<file path="src/hdl/plcm_pkg.sv">
// Shared types and constants for the packet loss congestion meter.
package plcm_pkg;

  localparam int unsigned SeqW   = 32;
  localparam int unsigned TimeW  = 31;
  localparam int unsigned RttW   = 16;
  localparam int unsigned PctW   = 7;
  localparam int unsigned DivW   = 16;
  localparam int unsigned ProdW  = RttW + PctW;
  localparam int unsigned InTdW  = 112;
  localparam int unsigned OutTdW = 40;

  localparam logic [PctW-1:0] LoadPctRst = 7'd5;
  localparam logic [PctW-1:0] CongPctRst = 7'd10;
  localparam logic [RttW-1:0] MinPktNum  = 16'd200;

  // Register indexes of the configuration port.
  localparam logic CfgLoadPct = 1'b0;
  localparam logic CfgCongPct = 1'b1;

  // Load levels.
  localparam logic [1:0] LvlUnloaded  = 2'd0;
  localparam logic [1:0] LvlLoaded    = 2'd1;
  localparam logic [1:0] LvlCongested = 2'd2;

  typedef enum logic [3:0] {
    OP_NONE,
    OP_UPDATE,
    OP_DEVIATE,
    OP_SEQ_SCAN,
    OP_APPLY_A,
    OP_APPLY_B,
    OP_AGE_SCAN,
    OP_DIV_PPS,
    OP_PROD,
    OP_DIV_MIN,
    OP_MUL,
    OP_LEVEL
  } op_e;

  typedef struct packed {
    logic scan_done;
    logic div_done;
    logic pps_low;
  } plcm_status_t;

endpackage

</file>
<file path="src/hdl/plcm_ctrl.sv">
// Sequencing state machine for the congestion meter.
module plcm_ctrl
  import plcm_pkg::*;
(
  input  logic         clk_i,
  input  logic         rst_ni,
  input  logic         in_valid_i,
  output logic         in_ready_o,
  output logic         out_valid_o,
  input  logic         out_ready_i,
  input  plcm_status_t status_i,
  output op_e          op_o
);

  typedef enum logic [4:0] {
    S_IDLE, S_UPD, S_DEV, S_SSCAN, S_SWAIT, S_APA, S_APB, S_ASCAN, S_AWAIT,
    S_DSTART, S_DWAIT1, S_PROD, S_CHK, S_D2START, S_DWAIT2, S_MUL, S_LVL, S_FIN
  } state_e;

  state_e st_q;
  op_e    op_q;
  logic   out_valid_q;

  assign in_ready_o  = (st_q == S_IDLE);
  assign out_valid_o = out_valid_q;
  assign op_o        = op_q;

  always_ff @(posedge clk_i or negedge rst_ni) begin
    if (!rst_ni) begin
      st_q        <= S_IDLE;
      op_q        <= OP_NONE;
      out_valid_q <= 1'b0;
    end else begin
      op_q <= OP_NONE;
      if (out_valid_q && out_ready_i) begin
        out_valid_q <= 1'b0;
      end
      unique case (st_q)
        S_IDLE: begin
          if (in_valid_i) begin
            op_q <= OP_UPDATE;
            st_q <= S_UPD;
          end
        end
        S_UPD: begin
          op_q <= OP_DEVIATE;
          st_q <= S_DEV;
        end
        S_DEV: begin
          op_q <= OP_SEQ_SCAN;
          st_q <= S_SSCAN;
        end
        S_SSCAN: st_q <= S_SWAIT;
        S_SWAIT: begin
          if (status_i.scan_done) begin
            op_q <= OP_APPLY_A;
            st_q <= S_APA;
          end
        end
        S_APA: begin
          op_q <= OP_APPLY_B;
          st_q <= S_APB;
        end
        S_APB: begin
          op_q <= OP_AGE_SCAN;
          st_q <= S_ASCAN;
        end
        S_ASCAN: st_q <= S_AWAIT;
        S_AWAIT: begin
          if (status_i.scan_done) begin
            op_q <= OP_DIV_PPS;
            st_q <= S_DSTART;
          end
        end
        S_DSTART: st_q <= S_DWAIT1;
        S_DWAIT1: begin
          if (status_i.div_done) begin
            op_q <= OP_PROD;
            st_q <= S_PROD;
          end
        end
        S_PROD: st_q <= S_CHK;
        S_CHK: begin
          if (status_i.pps_low) begin
            op_q <= OP_DIV_MIN;
            st_q <= S_D2START;
          end else begin
            op_q <= OP_MUL;
            st_q <= S_MUL;
          end
        end
        S_D2START: st_q <= S_DWAIT2;
        S_DWAIT2: begin
          if (status_i.div_done) begin
            op_q <= OP_MUL;
            st_q <= S_MUL;
          end
        end
        S_MUL: st_q <= S_LVL;
        S_LVL: begin
          // result slot must be free before the output registers are loaded
          if (!out_valid_q || out_ready_i) begin
            op_q <= OP_LEVEL;
            st_q <= S_FIN;
          end
        end
        S_FIN: begin
          out_valid_q <= 1'b1;
          st_q        <= S_IDLE;
        end
        default: st_q <= S_IDLE;
      endcase
    end
  end

`ifndef SYNTHESIS
  a_fin_slot_free: assert property (@(posedge clk_i) disable iff (!rst_ni)
    (st_q == S_FIN) |-> !out_valid_q)
    else $error("result overwritten while still pending");
  a_fin_sets_valid: assert property (@(posedge clk_i) disable iff (!rst_ni)
    (st_q == S_FIN) |=> out_valid_q)
    else $error("result not presented after level step");
  a_valid_from_fin: assert property (@(posedge clk_i) disable iff (!rst_ni)
    $rose(out_valid_q) |-> $past(st_q == S_FIN))
    else $error("result valid raised outside final step");
`endif

endmodule

</file>
<file path="src/hdl/plcm_dp.sv">
// Datapath: estimators, hole table, divider and load decision.
module plcm_dp
  import plcm_pkg::*;
#(
  parameter int unsigned HOLE_ENTRIES = 16
) (
  input  logic             clk_i,
  input  logic             rst_ni,
  input  logic             in_accept_i,
  input  logic [TimeW-1:0] sender_time_ms_i,
  input  logic [TimeW-1:0] arrival_time_ms_i,
  input  logic [SeqW-1:0]  sequence_number_i,
  input  logic [RttW-1:0]  round_trip_ms_i,
  input  logic             cfg_we_i,
  input  logic             cfg_index_i,
  input  logic [PctW-1:0]  cfg_data_i,
  input  op_e              op_i,
  output plcm_status_t     status_o,
  output logic [1:0]       load_level_o,
  output logic [SeqW-1:0]  lost_count_o,
  output logic             table_overflow_o
);

  localparam int unsigned IW  = (HOLE_ENTRIES > 1) ? $clog2(HOLE_ENTRIES) : 1;
  localparam int unsigned CW  = $clog2(HOLE_ENTRIES + 1);
  localparam int unsigned DCW = $clog2(DivW);
  localparam logic [CW-1:0]  LastCnt  = CW'(HOLE_ENTRIES);
  localparam logic [DCW-1:0] LastStep = DCW'(DivW - 1);

  typedef enum logic [1:0] {CLS_PLAIN, CLS_NEW, CLS_LATE} cls_e;

  // latched item
  logic [TimeW-1:0] sender_q, now_q;
  logic [SeqW-1:0]  seq_q;
  logic [RttW-1:0]  rtt_q;

  // configuration and estimator state
  logic [PctW-1:0]  lth_q, cth_q;
  logic [31:0]      gap_q, exp_q, mean_q, dev_q;
  logic [TimeW-1:0] last_q;
  logic signed [31:0] diff_q;
  logic signed [34:0] vend_q, vstart_q;
  cls_e             cls_q;
  logic [SeqW-1:0]  newf_q;
  logic             ovf_q, split_q;

  // hole table
  logic [SeqW-1:0]  first_mem [HOLE_ENTRIES];
  logic [SeqW-1:0]  last_mem  [HOLE_ENTRIES];
  logic [TimeW-1:0] stamp_mem [HOLE_ENTRIES];
  logic [HOLE_ENTRIES-1:0] vld_q, vld_d;
  logic [SeqW-1:0]  first_rd_q, last_rd_q;
  logic [TimeW-1:0] stamp_rd_q;

  // scan
  logic          scan_act_q, pend_q, age_q;
  logic [CW-1:0] scan_cnt_q;
  logic [IW-1:0] pend_idx_q, hit_idx_q, free_idx_q;
  logic          hit_q, free_q;
  logic [SeqW-1:0] hit_first_q, hit_last_q;
  logic [SeqW-1:0] lost_q;

  // divider and decision
  logic           div_busy_q;
  logic [DCW-1:0] div_cnt_q;
  logic [32:0]    rem_q;
  logic [DivW-1:0] quo_q, pps_q;
  logic [31:0]    den_q;
  logic [ProdW-1:0] prod_q, lprod_q, cprod_q;
  logic [1:0]     level_q;
  logic [SeqW-1:0] out_lost_q;
  logic           out_ovf_q;

  // write port
  logic          we_first, we_last, we_stamp;
  logic [IW-1:0] wr_addr;
  logic [SeqW-1:0]  wd_first, wd_last;

  logic [SeqW-1:0] seq_inc, seq_dec;
  logic [PctW-1:0] cth_eff;
  assign seq_inc = seq_q + 32'd1;
  assign seq_dec = seq_q - 32'd1;
  assign cth_eff = (cth_q == '0) ? PctW'(1) : cth_q;

  // ---- gap and mean updates ----
  logic [35:0]        gap15;
  logic signed [37:0] gap_sum, gap_div;
  logic [31:0]        gap_n;
  logic signed [31:0] diff_n;
  logic signed [35:0] mean_ext, mean7, mean_n;
  assign gap15   = ({4'b0, gap_q} << 4) - {4'b0, gap_q};
  assign gap_sum = $signed({2'b0, gap15}) + $signed({7'b0, now_q})
                 - $signed({7'b0, last_q});
  assign gap_div = gap_sum >>> 4;
  assign gap_n   = (gap_q == '0) ? {1'b0, now_q}
                 : (gap_div < 38'sd1) ? 32'd1 : gap_div[31:0];
  assign diff_n  = $signed({1'b0, now_q}) - $signed({1'b0, sender_q});
  assign mean_ext = 36'(signed'(mean_q));
  assign mean7    = (mean_ext <<< 3) - mean_ext;
  assign mean_n   = (mean_q == '0) ? 36'(diff_n)
                  : ((mean7 + 36'(diff_n)) >>> 3);

  // ---- deviation ----
  logic signed [35:0] dev_diff;
  logic [35:0]        dev_abs;
  logic [36:0]        dev_sum;
  assign dev_diff = 36'(signed'(mean_q)) - 36'(diff_q);
  assign dev_abs  = dev_diff[35] ? 36'(-dev_diff) : 36'(dev_diff);
  assign dev_sum  = ({5'b0, dev_q} << 3) - {5'b0, dev_q} + {1'b0, dev_abs};

  // ---- window bounds ----
  logic signed [34:0] vend_n;
  assign vend_n = $signed({4'b0, now_q}) - $signed({2'b0, dev_q, 1'b0});

  // ---- scan compares ----
  logic        pend_vld, in_hole;
  logic [32:0] hole_size;
  logic [33:0] lost_sum;
  logic signed [34:0] stamp_s;
  assign pend_vld  = vld_q[pend_idx_q];
  assign in_hole   = (first_rd_q <= seq_q) && (seq_q <= last_rd_q);
  assign hole_size = {1'b0, last_rd_q - first_rd_q} + 33'd1;
  assign lost_sum  = {2'b0, lost_q} + {1'b0, hole_size};
  assign stamp_s   = $signed({4'b0, stamp_rd_q});

  // ---- divider step ----
  logic [32:0]     rem_sh, rem_n;
  logic            qbit;
  logic [DivW-1:0] quo_n;
  assign rem_sh = {rem_q[31:0], quo_q[DivW-1]};
  assign qbit   = (rem_sh >= {1'b0, den_q});
  assign rem_n  = qbit ? (rem_sh - {1'b0, den_q}) : rem_sh;
  assign quo_n  = {quo_q[DivW-2:0], qbit};

  // ---- level ----
  logic [38:0] lost100;
  logic [1:0]  level_n;
  assign lost100 = ({7'b0, lost_q} << 6) + ({7'b0, lost_q} << 5) + ({7'b0, lost_q} << 2);
  always_comb begin
    priority if (lost100 <= {16'b0, lprod_q}) level_n = LvlUnloaded;
    else if (lost100 <= {16'b0, cprod_q})     level_n = LvlLoaded;
    else                                      level_n = LvlCongested;
  end

  // ---- hole table updates ----
  logic ovf_set, split_set;
  always_comb begin
    vld_d     = vld_q;
    we_first  = 1'b0;
    we_last   = 1'b0;
    we_stamp  = 1'b0;
    wr_addr   = free_idx_q;
    wd_first  = seq_inc;
    wd_last   = seq_dec;
    ovf_set   = 1'b0;
    split_set = 1'b0;
    if (op_i == OP_APPLY_A) begin
      if (cls_q == CLS_NEW) begin
        if (free_q) begin
          we_first = 1'b1;
          we_last  = 1'b1;
          we_stamp = 1'b1;
          wd_first = newf_q;
          vld_d[free_idx_q] = 1'b1;
        end else begin
          ovf_set = 1'b1;
        end
      end else if (cls_q == CLS_LATE && hit_q) begin
        priority if (hit_first_q == seq_q && hit_last_q == seq_q) begin
          vld_d[hit_idx_q] = 1'b0;
        end else if (hit_first_q == seq_q) begin
          wr_addr  = hit_idx_q;
          we_first = 1'b1;
        end else if (hit_last_q == seq_q) begin
          wr_addr = hit_idx_q;
          we_last = 1'b1;
        end else if (free_q) begin
          // split: upper part moves to a fresh entry
          we_first  = 1'b1;
          we_last   = 1'b1;
          we_stamp  = 1'b1;
          wd_last   = hit_last_q;
          split_set = 1'b1;
          vld_d[free_idx_q] = 1'b1;
        end else begin
          ovf_set = 1'b1;
        end
      end
    end else if (op_i == OP_APPLY_B && split_q) begin
      wr_addr = hit_idx_q;
      we_last = 1'b1;
    end else if (pend_q && age_q && pend_vld && (stamp_s < vstart_q)) begin
      vld_d[pend_idx_q] = 1'b0;
    end
  end

  always_ff @(posedge clk_i) begin
    if (we_first) first_mem[wr_addr] <= wd_first;
    if (we_last)  last_mem[wr_addr]  <= wd_last;
    if (we_stamp) stamp_mem[wr_addr] <= now_q;
    first_rd_q <= first_mem[scan_cnt_q[IW-1:0]];
    last_rd_q  <= last_mem[scan_cnt_q[IW-1:0]];
    stamp_rd_q <= stamp_mem[scan_cnt_q[IW-1:0]];
  end

  // control and architectural state
  always_ff @(posedge clk_i or negedge rst_ni) begin
    if (!rst_ni) begin
      lth_q      <= LoadPctRst;
      cth_q      <= CongPctRst;
      gap_q      <= '0;
      last_q     <= '0;
      exp_q      <= '0;
      mean_q     <= '0;
      dev_q      <= '0;
      vld_q      <= '0;
      scan_act_q <= 1'b0;
      pend_q     <= 1'b0;
      scan_cnt_q <= '0;
      div_busy_q <= 1'b0;
      div_cnt_q  <= '0;
    end else begin
      vld_q <= vld_d;
      if (cfg_we_i) begin
        unique case (cfg_index_i)
          CfgLoadPct: lth_q <= cfg_data_i;
          CfgCongPct: cth_q <= cfg_data_i;
          default: ;
        endcase
      end
      if (op_i == OP_UPDATE) begin
        gap_q  <= gap_n;
        last_q <= now_q;
        mean_q <= mean_n[31:0];
        if (exp_q == '0 || seq_q >= exp_q) exp_q <= seq_inc;
      end
      if (op_i == OP_DEVIATE) dev_q <= dev_sum[34:3];
      // table walk, one read issued per cycle
      if (op_i == OP_SEQ_SCAN || op_i == OP_AGE_SCAN) begin
        scan_act_q <= 1'b1;
        scan_cnt_q <= '0;
        pend_q     <= 1'b0;
      end else if (scan_act_q) begin
        if (scan_cnt_q != LastCnt) begin
          pend_q     <= 1'b1;
          scan_cnt_q <= scan_cnt_q + CW'(1);
        end else begin
          pend_q     <= 1'b0;
          scan_act_q <= 1'b0;
        end
      end
      if (op_i == OP_DIV_PPS || op_i == OP_DIV_MIN) begin
        div_busy_q <= 1'b1;
        div_cnt_q  <= '0;
      end else if (div_busy_q) begin
        div_cnt_q <= div_cnt_q + DCW'(1);
        if (div_cnt_q == LastStep) div_busy_q <= 1'b0;
      end
    end
  end

  // payload registers
  always_ff @(posedge clk_i) begin
    if (in_accept_i) begin
      sender_q <= sender_time_ms_i;
      now_q    <= arrival_time_ms_i;
      seq_q    <= sequence_number_i;
      rtt_q    <= round_trip_ms_i;
    end
    if (op_i == OP_UPDATE) begin
      diff_q  <= diff_n;
      newf_q  <= exp_q;
      ovf_q   <= 1'b0;
      split_q <= 1'b0;
      if (exp_q == '0 || seq_q == exp_q) cls_q <= CLS_PLAIN;
      else if (seq_q > exp_q)            cls_q <= CLS_NEW;
      else                               cls_q <= CLS_LATE;
    end
    if (ovf_set)   ovf_q   <= 1'b1;
    if (split_set) split_q <= 1'b1;
    if (op_i == OP_SEQ_SCAN) begin
      hit_q    <= 1'b0;
      free_q   <= 1'b0;
      vend_q   <= vend_n;
      vstart_q <= vend_n - $signed({19'b0, rtt_q});
    end
    if (op_i == OP_AGE_SCAN) lost_q <= '0;
    if (scan_act_q) pend_idx_q <= scan_cnt_q[IW-1:0];
    if (pend_q && !age_q) begin
      if (pend_vld && !hit_q && in_hole) begin
        hit_q       <= 1'b1;
        hit_idx_q   <= pend_idx_q;
        hit_first_q <= first_rd_q;
        hit_last_q  <= last_rd_q;
      end
      if (!pend_vld && !free_q) begin
        free_q     <= 1'b1;
        free_idx_q <= pend_idx_q;
      end
    end
    if (pend_q && age_q && pend_vld && !(stamp_s < vstart_q) && (stamp_s < vend_q)) begin
      lost_q <= (lost_sum[33:32] != 2'b0) ? '1 : lost_sum[31:0];
    end
    if (op_i == OP_SEQ_SCAN || op_i == OP_AGE_SCAN) age_q <= (op_i == OP_AGE_SCAN);
    // divider
    if (op_i == OP_DIV_PPS) begin
      rem_q <= '0;
      quo_q <= rtt_q;
      den_q <= gap_q;
    end else if (op_i == OP_DIV_MIN) begin
      rem_q <= '0;
      quo_q <= MinPktNum;
      den_q <= {25'b0, cth_eff};
    end else if (div_busy_q) begin
      rem_q <= rem_n;
      quo_q <= quo_n;
      if (div_cnt_q == LastStep) pps_q <= (den_q == '0) ? '0 : quo_n;
    end
    if (op_i == OP_PROD) prod_q <= pps_q * cth_eff;
    if (op_i == OP_MUL) begin
      lprod_q <= pps_q * lth_q;
      cprod_q <= pps_q * cth_eff;
    end
    if (op_i == OP_LEVEL) begin
      level_q    <= level_n;
      out_lost_q <= lost_q;
      out_ovf_q  <= ovf_q;
    end
  end

  assign status_o.scan_done = !scan_act_q && !pend_q;
  assign status_o.div_done  = !div_busy_q;
  assign status_o.pps_low   = (prod_q < ProdW'(MinPktNum));

  assign load_level_o     = level_q;
  assign lost_count_o     = out_lost_q;
  assign table_overflow_o = out_ovf_q;

`ifndef SYNTHESIS
  a_one_unit: assert property (@(posedge clk_i) disable iff (!rst_ni)
    !(scan_act_q && div_busy_q))
    else $error("table walk and divider active together");
  a_hit_valid: assert property (@(posedge clk_i) disable iff (!rst_ni)
    (op_i == OP_APPLY_A && cls_q == CLS_LATE && hit_q) |-> vld_q[hit_idx_q])
    else $error("hit entry not valid at update");
  a_free_empty: assert property (@(posedge clk_i) disable iff (!rst_ni)
    (op_i == OP_APPLY_A && free_q) |-> !vld_q[free_idx_q])
    else $error("free entry already in use");
`endif

endmodule

</file>
<file path="src/hdl/packet_loss_congestion_meter.sv">
// Top level of the packet loss congestion meter.
//
// Usage:
//   Slave beats carry one packet arrival (sender time, arrival time,
//   sequence number, rtt). Each accepted beat produces exactly one master
//   beat with the load level, the lost packet count and a table overflow
//   flag. Thresholds are set through the cfg write port while idle.
// Processing:
//   One packet at a time: a new slave beat is taken only once the
//   previous packet's processing is done. The two walks over the hole
//   table (one entry per cycle through its single read port) and the
//   16-step divider take most of the processing time; a second divide
//   runs when few packets fit in one rtt.
// Reset:
//   All estimators clear, all holes become invalid, thresholds return to
//   5 and 10 percent. No result is pending.
// Stall:
//   The result sits in an output register; the next packet is accepted
//   and processed while it waits, and that packet's result is held back
//   until the pending beat is taken.
module packet_loss_congestion_meter_core
  import plcm_pkg::*;
#(
  parameter int unsigned HOLE_ENTRIES = 16
) (
  input  logic              clk_i,
  input  logic              rst_ni,
  input  logic              s_axis_tvalid,
  output logic              s_axis_tready,
  // [30:0] sender_time_ms, [61:31] arrival_time_ms,
  // [93:62] sequence_number, [109:94] round_trip_ms, [111:110] zero
  input  logic [InTdW-1:0]  s_axis_tdata,
  output logic              m_axis_tvalid,
  input  logic              m_axis_tready,
  // [1:0] load_level, [33:2] lost_count, [34] table_overflow, [39:35] zero
  output logic [OutTdW-1:0] m_axis_tdata,
  input  logic              cfg_we_i,
  input  logic              cfg_index_i,
  input  logic [PctW-1:0]   cfg_data_i
);

  op_e          op;
  plcm_status_t status;
  logic         in_accept;
  logic [1:0]   load_level;
  logic [SeqW-1:0] lost_count;
  logic         table_overflow;

  assign in_accept = s_axis_tvalid && s_axis_tready;

  plcm_ctrl u_ctrl (
    .clk_i       (clk_i),
    .rst_ni      (rst_ni),
    .in_valid_i  (s_axis_tvalid),
    .in_ready_o  (s_axis_tready),
    .out_valid_o (m_axis_tvalid),
    .out_ready_i (m_axis_tready),
    .status_i    (status),
    .op_o        (op)
  );

  plcm_dp #(
    .HOLE_ENTRIES (HOLE_ENTRIES)
  ) u_dp (
    .clk_i             (clk_i),
    .rst_ni            (rst_ni),
    .in_accept_i       (in_accept),
    .sender_time_ms_i  (s_axis_tdata[30:0]),
    .arrival_time_ms_i (s_axis_tdata[61:31]),
    .sequence_number_i (s_axis_tdata[93:62]),
    .round_trip_ms_i   (s_axis_tdata[109:94]),
    .cfg_we_i          (cfg_we_i),
    .cfg_index_i       (cfg_index_i),
    .cfg_data_i        (cfg_data_i),
    .op_i              (op),
    .status_o          (status),
    .load_level_o      (load_level),
    .lost_count_o      (lost_count),
    .table_overflow_o  (table_overflow)
  );

  assign m_axis_tdata = {5'b0, table_overflow, lost_count, load_level};

endmodule

</file>
<file path="config.mk">
export PLATFORM = sky130hd
export DESIGN_NAME = packet_loss_congestion_meter_core
export DESIGN_NICKNAME = d
export VERILOG_FILES = /design/src/hdl/plcm_pkg.sv /design/src/hdl/plcm_ctrl.sv /design/src/hdl/plcm_dp.sv /design/src/hdl/packet_loss_congestion_meter.sv
export SDC_FILE = /design/constraint.sdc
export NUM_CORES = 2
export LEC_CHECK = 0
export BUFFER_PORTS_ARGS = -buffer_cell sky130_fd_sc_hd__buf_4
export CAP_MARGIN = 20
export CORE_MARGIN = 1
export CORE_UTILIZATION = 40
export DETAILED_ROUTE_END_ITERATION = 16
export PLACE_DENSITY = 0.56
export SYNTH_ARGS = -nofsm -noshare
export SYNTH_HDL_FRONTEND = slang
export SYNTH_SLANG_ARGS = --single-unit
</file>
<file path="constraint.sdc">
create_clock -name clk_i -period 29.6 [get_ports clk_i]
set_clock_uncertainty 0.2 [all_clocks]
set_input_delay 1.48 -clock clk_i [delete_from_list [all_inputs] [get_ports clk_i]]
set_output_delay 1.48 -clock clk_i [all_outputs]
set_load 0.02 [all_outputs]
</file>
=== Word-level counts from Yosys, hierarchy flattened ===
Memory sizes are Yosys's and may differ from the RTL's. A register that Yosys moved wholly into a read port is not among the register bits.
Cells that the tools add are included.

* Multiplexer cells: 121
* Div/mod/pow operators: 0
* Shift operators: 0
* Multiply operators: 2
* Add/subtract/negate cells: 22
* Reduce and logical (&&, ||, !) cells: 57
* Equality and inequality tests: 45
* Order comparisons: 17
* Bitwise gates (word level): 8

{| class="wikitable"
|+ Operators with widths
! cell !! count
|-
| 32-bit two-way mux || 19
|-
| 16-bit two-way mux || 12
|-
| 32-bit zero test || 4
|-
| 32-bit == test || 3
|-
| 5-bit one-hot mux with 17 select lines || 1
|-
| 39-bit by 23-bit <= comparator with 1-bit output || 2
|-
| 32-bit by 35-bit < comparator with 1-bit output || 2
|-
| 35-bit by 32-bit subtractor with 35-bit output || 2
|-
| 32-bit <= comparator || 2
|-
| 32-bit subtractor || 2
|-
| 1-bit two-way mux || 55
|-
| 4-bit two-way mux || 12
|-
| 16-bit by 7-bit multiplier with 23-bit output || 2
|-
| 5-bit two-way mux || 9
|-
| 4-bit one-hot mux with 11 select lines || 1
|-
| 5-bit by 4-bit == test with 1-bit output, second input constant || 8
|-
| 38-bit by 37-bit adder with 39-bit output || 1
|-
| 39-bit by 34-bit adder with 39-bit output || 1
|-
| 37-bit by 31-bit subtractor with 38-bit output || 1
|-
| 36-bit by 31-bit adder with 37-bit output || 1
|-
| 36-bit by 32-bit subtractor with 36-bit output || 1
|-
| 35-bit by 32-bit adder with 35-bit output || 1
|-
| 35-bit adder || 1
|-
| 35-bit two-way mux || 1
|-
| 54 further kinds || 128
|}

* RAM bits: 1,520
* Memories: 3
* Memory bits (read-only): 0
* Register bits: 770
* Bits in latches: 0
* Output and inout bits: 42
* Word-level logic and storage cells: 321

{| class="wikitable"
|+ Memories
! memory !! words !! width !! rd ports !! clocked after Yosys merged registers in !! write ports !! line !! text
|-
| u_dp.first_mem || 16 || 32 || 1 || 1 || 1 || plcm_dp.sv:48 || <nowiki>logic [SeqW-1:0] first_mem [HOLE_ENTRIES];</nowiki>
|-
| u_dp.last_mem || 16 || 32 || 1 || 1 || 1 || plcm_dp.sv:49 || <nowiki>logic [SeqW-1:0] last_mem [HOLE_ENTRIES];</nowiki>
|-
| u_dp.stamp_mem || 16 || 31 || 1 || 1 || 1 || plcm_dp.sv:50 || <nowiki>logic [TimeW-1:0] stamp_mem [HOLE_ENTRIES];</nowiki>
|}

=== Depth between registers and ports, before layout ===
* Depth after elaboration: 12
* Gate-level depth with buffers: 29
* Gate-level depth less buffers: 28

=== Cells and area by module ===
A second synthesis with hierarchy kept.

* Cell total of the unflattened synthesis: 9,836
* Area, all modules: 123,976.4 um^2

{| class="wikitable"
|+ Modules (own cells, without submodules)
! module !! seq. area each (um^2) !! area an instance (um^2) !! cells each !! instances
|-
| plcm_dp || 68,886.1 || 123,307.0 || 9,757 || 1
|-
| plcm_ctrl || 250.2 || 614.3 || 71 || 1
|-
| packet_loss_congestion_meter_core || 0.0 || 55.1 || 8 || 1
|}

=== Worst setup path before layout ===
No wires, ideal clock.

* Path kind: input -> register
* From: input port s_axis_tvalid
* To: register u_dp.now_q[0], enable pin
* Setup time: 0.713 ns
* Path slack: 19.740 ns
* Arrival: 8.947 ns
* Stages: 2
* Cells stage by stage: inv_1 nor3_1

* Longest elaborated chain between the ends: 1

{| class="wikitable"
|+ RTL lines
! item !! line !! text
|-
| start: declaration || packet_loss_congestion_meter.sv:28 || <nowiki>input logic s_axis_tvalid,</nowiki>
|-
| 1-bit logical AND || packet_loss_congestion_meter.sv:49 || <nowiki>assign in_accept = s_axis_tvalid && s_axis_tready;</nowiki>
|-
| net in_accept || packet_loss_congestion_meter.sv:44 || <nowiki>logic in_accept;</nowiki>
|-
| end signal: assignment || plcm_dp.sv:266 || <nowiki>now_q <= arrival_time_ms_i;</nowiki>
|-
| end: declaration || plcm_dp.sv:33 || <nowiki>logic [TimeW-1:0] sender_q, now_q;</nowiki>
|}

The timed path passes the listed nets, and every way through them passes these cells.
A chain may end at the register's enable or synchronous reset.

=== Worst setup path after layout ===
* From: register u_dp.gap_q[5]
* To: register u_dp.gap_q[0]

* Longest elaborated chain between the ends: 6

{| class="wikitable"
|+ RTL lines
! item !! line !! text
|-
| start: declaration || plcm_dp.sv:39 || <nowiki>logic [31:0] gap_q, exp_q, mean_q, dev_q;</nowiki>
|-
| start signal: assignment || plcm_dp.sv:232 || <nowiki>gap_q <= gap_n;</nowiki>
|-
| 36-bit by 32-bit subtractor with 36-bit output || plcm_dp.sv:91 || <nowiki>assign gap15 = ({4'b0, gap_q} << 4) - {4'b0, gap_q};</nowiki>
|-
| 36-bit by 31-bit adder with 37-bit output || plcm_dp.sv:92 || <nowiki>assign gap_sum = $signed({2'b0, gap15}) + $signed({7'b0, now_q})</nowiki>
|-
| 37-bit by 31-bit subtractor with 38-bit output || plcm_dp.sv:93 || <nowiki>- $signed({7'b0, last_q});</nowiki>
|-
| 34-bit by 2-bit < comparator with 1-bit output || plcm_dp.sv:96 || <nowiki>: (gap_div < 38'sd1) ? 32'd1 : gap_div[31:0];</nowiki>
|-
| 32-bit two-way mux || plcm_dp.sv:96 ||
|-
| 32-bit two-way mux (*) || plcm_dp.sv:95 || <nowiki>assign gap_n = (gap_q == '0) ? {1'b0, now_q}</nowiki>
|}

Every way passes the cells marked *; elsewhere a longest branch is shown, timed or not.

==> summary.txt <==
total grt overflow: 0
Area Overhead vs Synth: 12.9%
Synth area leaders: edfxtp_1 50%, mux4_2 8.8%, ha_1 6.8%, fa_1 4.3%, dfrtp_1 4.2%
first-pass GRT wire length: 497 mm
Total Negative Setup Slacks: 0 ps
Worst Max-Slew Pin Slew: 1280 ps
count of buffers from port buffering: 159
hold wc startpoint: u_dp.ovf_q
syn avg cell area: 13.6 um2
Setup crit start: u_dp.gap_q[5]
met2 routed WL: 153 mm
final hold violations: 0
Util after Layout: 45.4%
CTS tree: built
Total GRT Usage: 21.4%
Root Buffer: clkbuf_16
post-synth top area cell: edfxtp_1
Die X: 556 um
Hold Crit Class: register to register
WL/cell: 24.4 um
top-area cell type share of the netlist area: 49.8%
reg2reg start: u_dp.gap_q[5]
Core ar.: 306,000 um2
RSZ-0062 raised after global routing: no
dpl hpwl: 219 mm
Max Fclk: 124 MHz
DR WL met3: 20.5 mm
Distinct cells, synth: 93
hold path depth: 0
mapped cell area: 123,000 um2
Worst Setup Start Kind: register
post-CTS sizing: 0
Main synth FF type: edfxtp_1
crit end category: register
Slew HR: 14.6%
post-route ant nets: 0
synth cell count leaders: 2,039 x edfxtp_1, 713 x inv_1, 663 x ha_1
Worst EP arrival: 8650 ps
DIE AREA: 309,000 um2
Post-Syn Instances: 9,024
pre-CTS setup slack: 21,640 ps
Clock Latency Late Sink: 850 ps
initial antenna violation count: 15
DR iter-0 viols: 6,932
outcome: completed
hold_buf cts: 0
DR vias/cell: 5.62
Tmin final: 8070 ps
clock tree buffer depth: 4
Seq/Total Area, Yosys: 56.3%
Inserted Clock Buffers: 272
synthesized flop and latch total: 2,381
total routed wirelength: 334 mm
Routability Congestion: 0.879
met1 wire length: 153 mm
nets: 10,400
terminus of the critical flop-to-flop path: u_dp.gap_q[0]
Final Setup Violations: 0
Worst Path Required: 30,180 ps
Inst Count DP: 13,100
H-Tree Depth: 5
most numerous cell in the Yosys netlist: edfxtp_1
die height: 556 um
Clock Pin Slew Worst Setup and Hold Paths: 60 ps
DRC violations left: 0
initial core utilization: 40.2%
Clock Sink Count: 2,381
Ys Warns: 0
vias in the first global route: 77,100
CP max FO: 9
fill count: 27,000
fin crit share: 27.3%
critical path class: register to register
first-pass detailed-route iteration total: 6
Hold Path Sink: u_dp.table_overflow_o
Final Non-Filler Cells: 13,700
Placement Rows: 203
share of layout cells above drive strength 1: 14.6%
number of synthesized flops with an enable pin: 2,039
fin. max-slew vios: 0
Final Worst Setup Slack: 21,530 ps
Post-CTS Setup Repair Bufs: 0
top layer used by detailed routing: met5
DR vias: 76,700
FF-to-FF setup slack: 21,530 ps
top-level I/O count: 167
largest net degree at the start of global routing: 149
FF-to-FF path depth: 24
maxcap violations: 0
Synth async-reset ratio: 8.86%
## metrics by stage
stage | instance area [um2] | hold WS, ps
after floorplan | 123000 | 208
after global placement | 130000 | 239
after CTS | 138000 | 251
after global routing | 139000 | 258
final | 139000 | 257
after detailed placement | 130000 | 236
## worst max-delay path by stage
stage / to / slack (ps) / cells after the start
detailed placement: u_dp.dev_q[31] / 21640 / 28
global placement: u_dp.gap_q[0] / 21690 / 24
CTS: u_dp.gap_q[0] / 21620 / 24
global route: u_dp.gap_q[0] / 20930 / 24
finish: u_dp.gap_q[0] / 21530 / 24
floorplan: u_dp.now_q[0] / 19740 / 2
## cells in the final DEF, fill, tap and decap left out, types with 29 or more instances in the layout
cell type     n
edfxtp_1   2039
inv_1       711
ha_1        663
nand2_1     567
mux4_2      480
a21oi_1     473
o21ai_0     390
xnor2_1     381
nor2_1      373
buf_4       357
clkbuf_16   279
fa_1        264
a21o_1      216
dfrtp_1     202
nor3_1      137
dfxtp_1     131
xor2_1      129
nand3_1     125
nand4_1     119
nor2b_1     107
o21a_1       95
and2_1       95
clkbuf_1     83
a31oi_1      78
nor4_1       75
nand2b_1     69
o21bai_1     60
nor2_4       52
a211oi_1     50
mux2i_1      49
and3_1       45
or3_1        44
clkinv_2     35
mux2_2       31
clkinv_1     30
a221oi_1     29
## logic make-up after synthesis
logic type / share of synthesized area, %
xor+xnor: 3.66
buf+inv: 3.23
mux: 9.50
compound gates: 8.69
fa+ha+maj: 11.1
other cells: 0.00611
simple gates: 7.58
flops: 56.3
## sequential cells by signal, indices dropped and copies added, names as in the netlist, 32 cells and up
register           cells
u_dp.newf_q           32
u_dp.seq_q            32
u_dp.gap_q            32
u_dp.last_rd_q        32
u_dp.exp_q            32
u_dp.rem_q            32
u_dp.hit_first_q      32
u_dp.den_q            32
u_dp.stamp_mem       496
u_dp.last_mem        512
u_dp.first_mem       512
u_dp.lost_count_o     32
u_dp.diff_q           32
u_dp.dev_q            32
u_dp.vstart_q         35
u_dp.hit_last_q       32
u_dp.lost_q           32
u_dp.first_rd_q       32
u_dp.mean_q           32
u_dp.vend_q           34
## area by class of cell
cell class	instances	area (um2)	share of cell area, %
sequential	2381	69200	49.9
antenna	8	20.0	0.0144
tap	4100	5130	3.70
clock inverter	105	905	0.652
timing repair buffer	369	2890	2.08
multi-input combinational	5596	50300	36.3
inverter	717	2700	1.94
clock buffer	384	7600	5.48
## critical path: stages, from the launching register on
cell	delay, ps
dfrtp_1	530
inv_1	140
ha_1	380
o21ai_0	190
a22oi_1	150
o32ai_1	580
o311ai_0	300
a41o_1	340
a211o_1	310
a211oi_1	240
o21bai_1	140
xnor2_1	370
fa_1	490
ha_1	440
a21o_1	240
o21bai_1	220
nand4bb_1	340
nor4_1	510
nor3b_1	120
o311ai_0	440
o21ai_0	190
a2111oi_0	460
nand4_1	160
o21ai_1	290
a221o_1	190
## metal layers
layer | up-vias | track usage, %
li1 | 34500 | -
met1 | 39600 | 31.2
met2 | 2277 | 33.9
met3 | 401 | 2.88
met4 | 2 | 5.17
met5 | - | 0
Power is left out: the tool's default activity adds up to more than one toggle a clock period on the data nets, which glitch-free logic cannot reach.
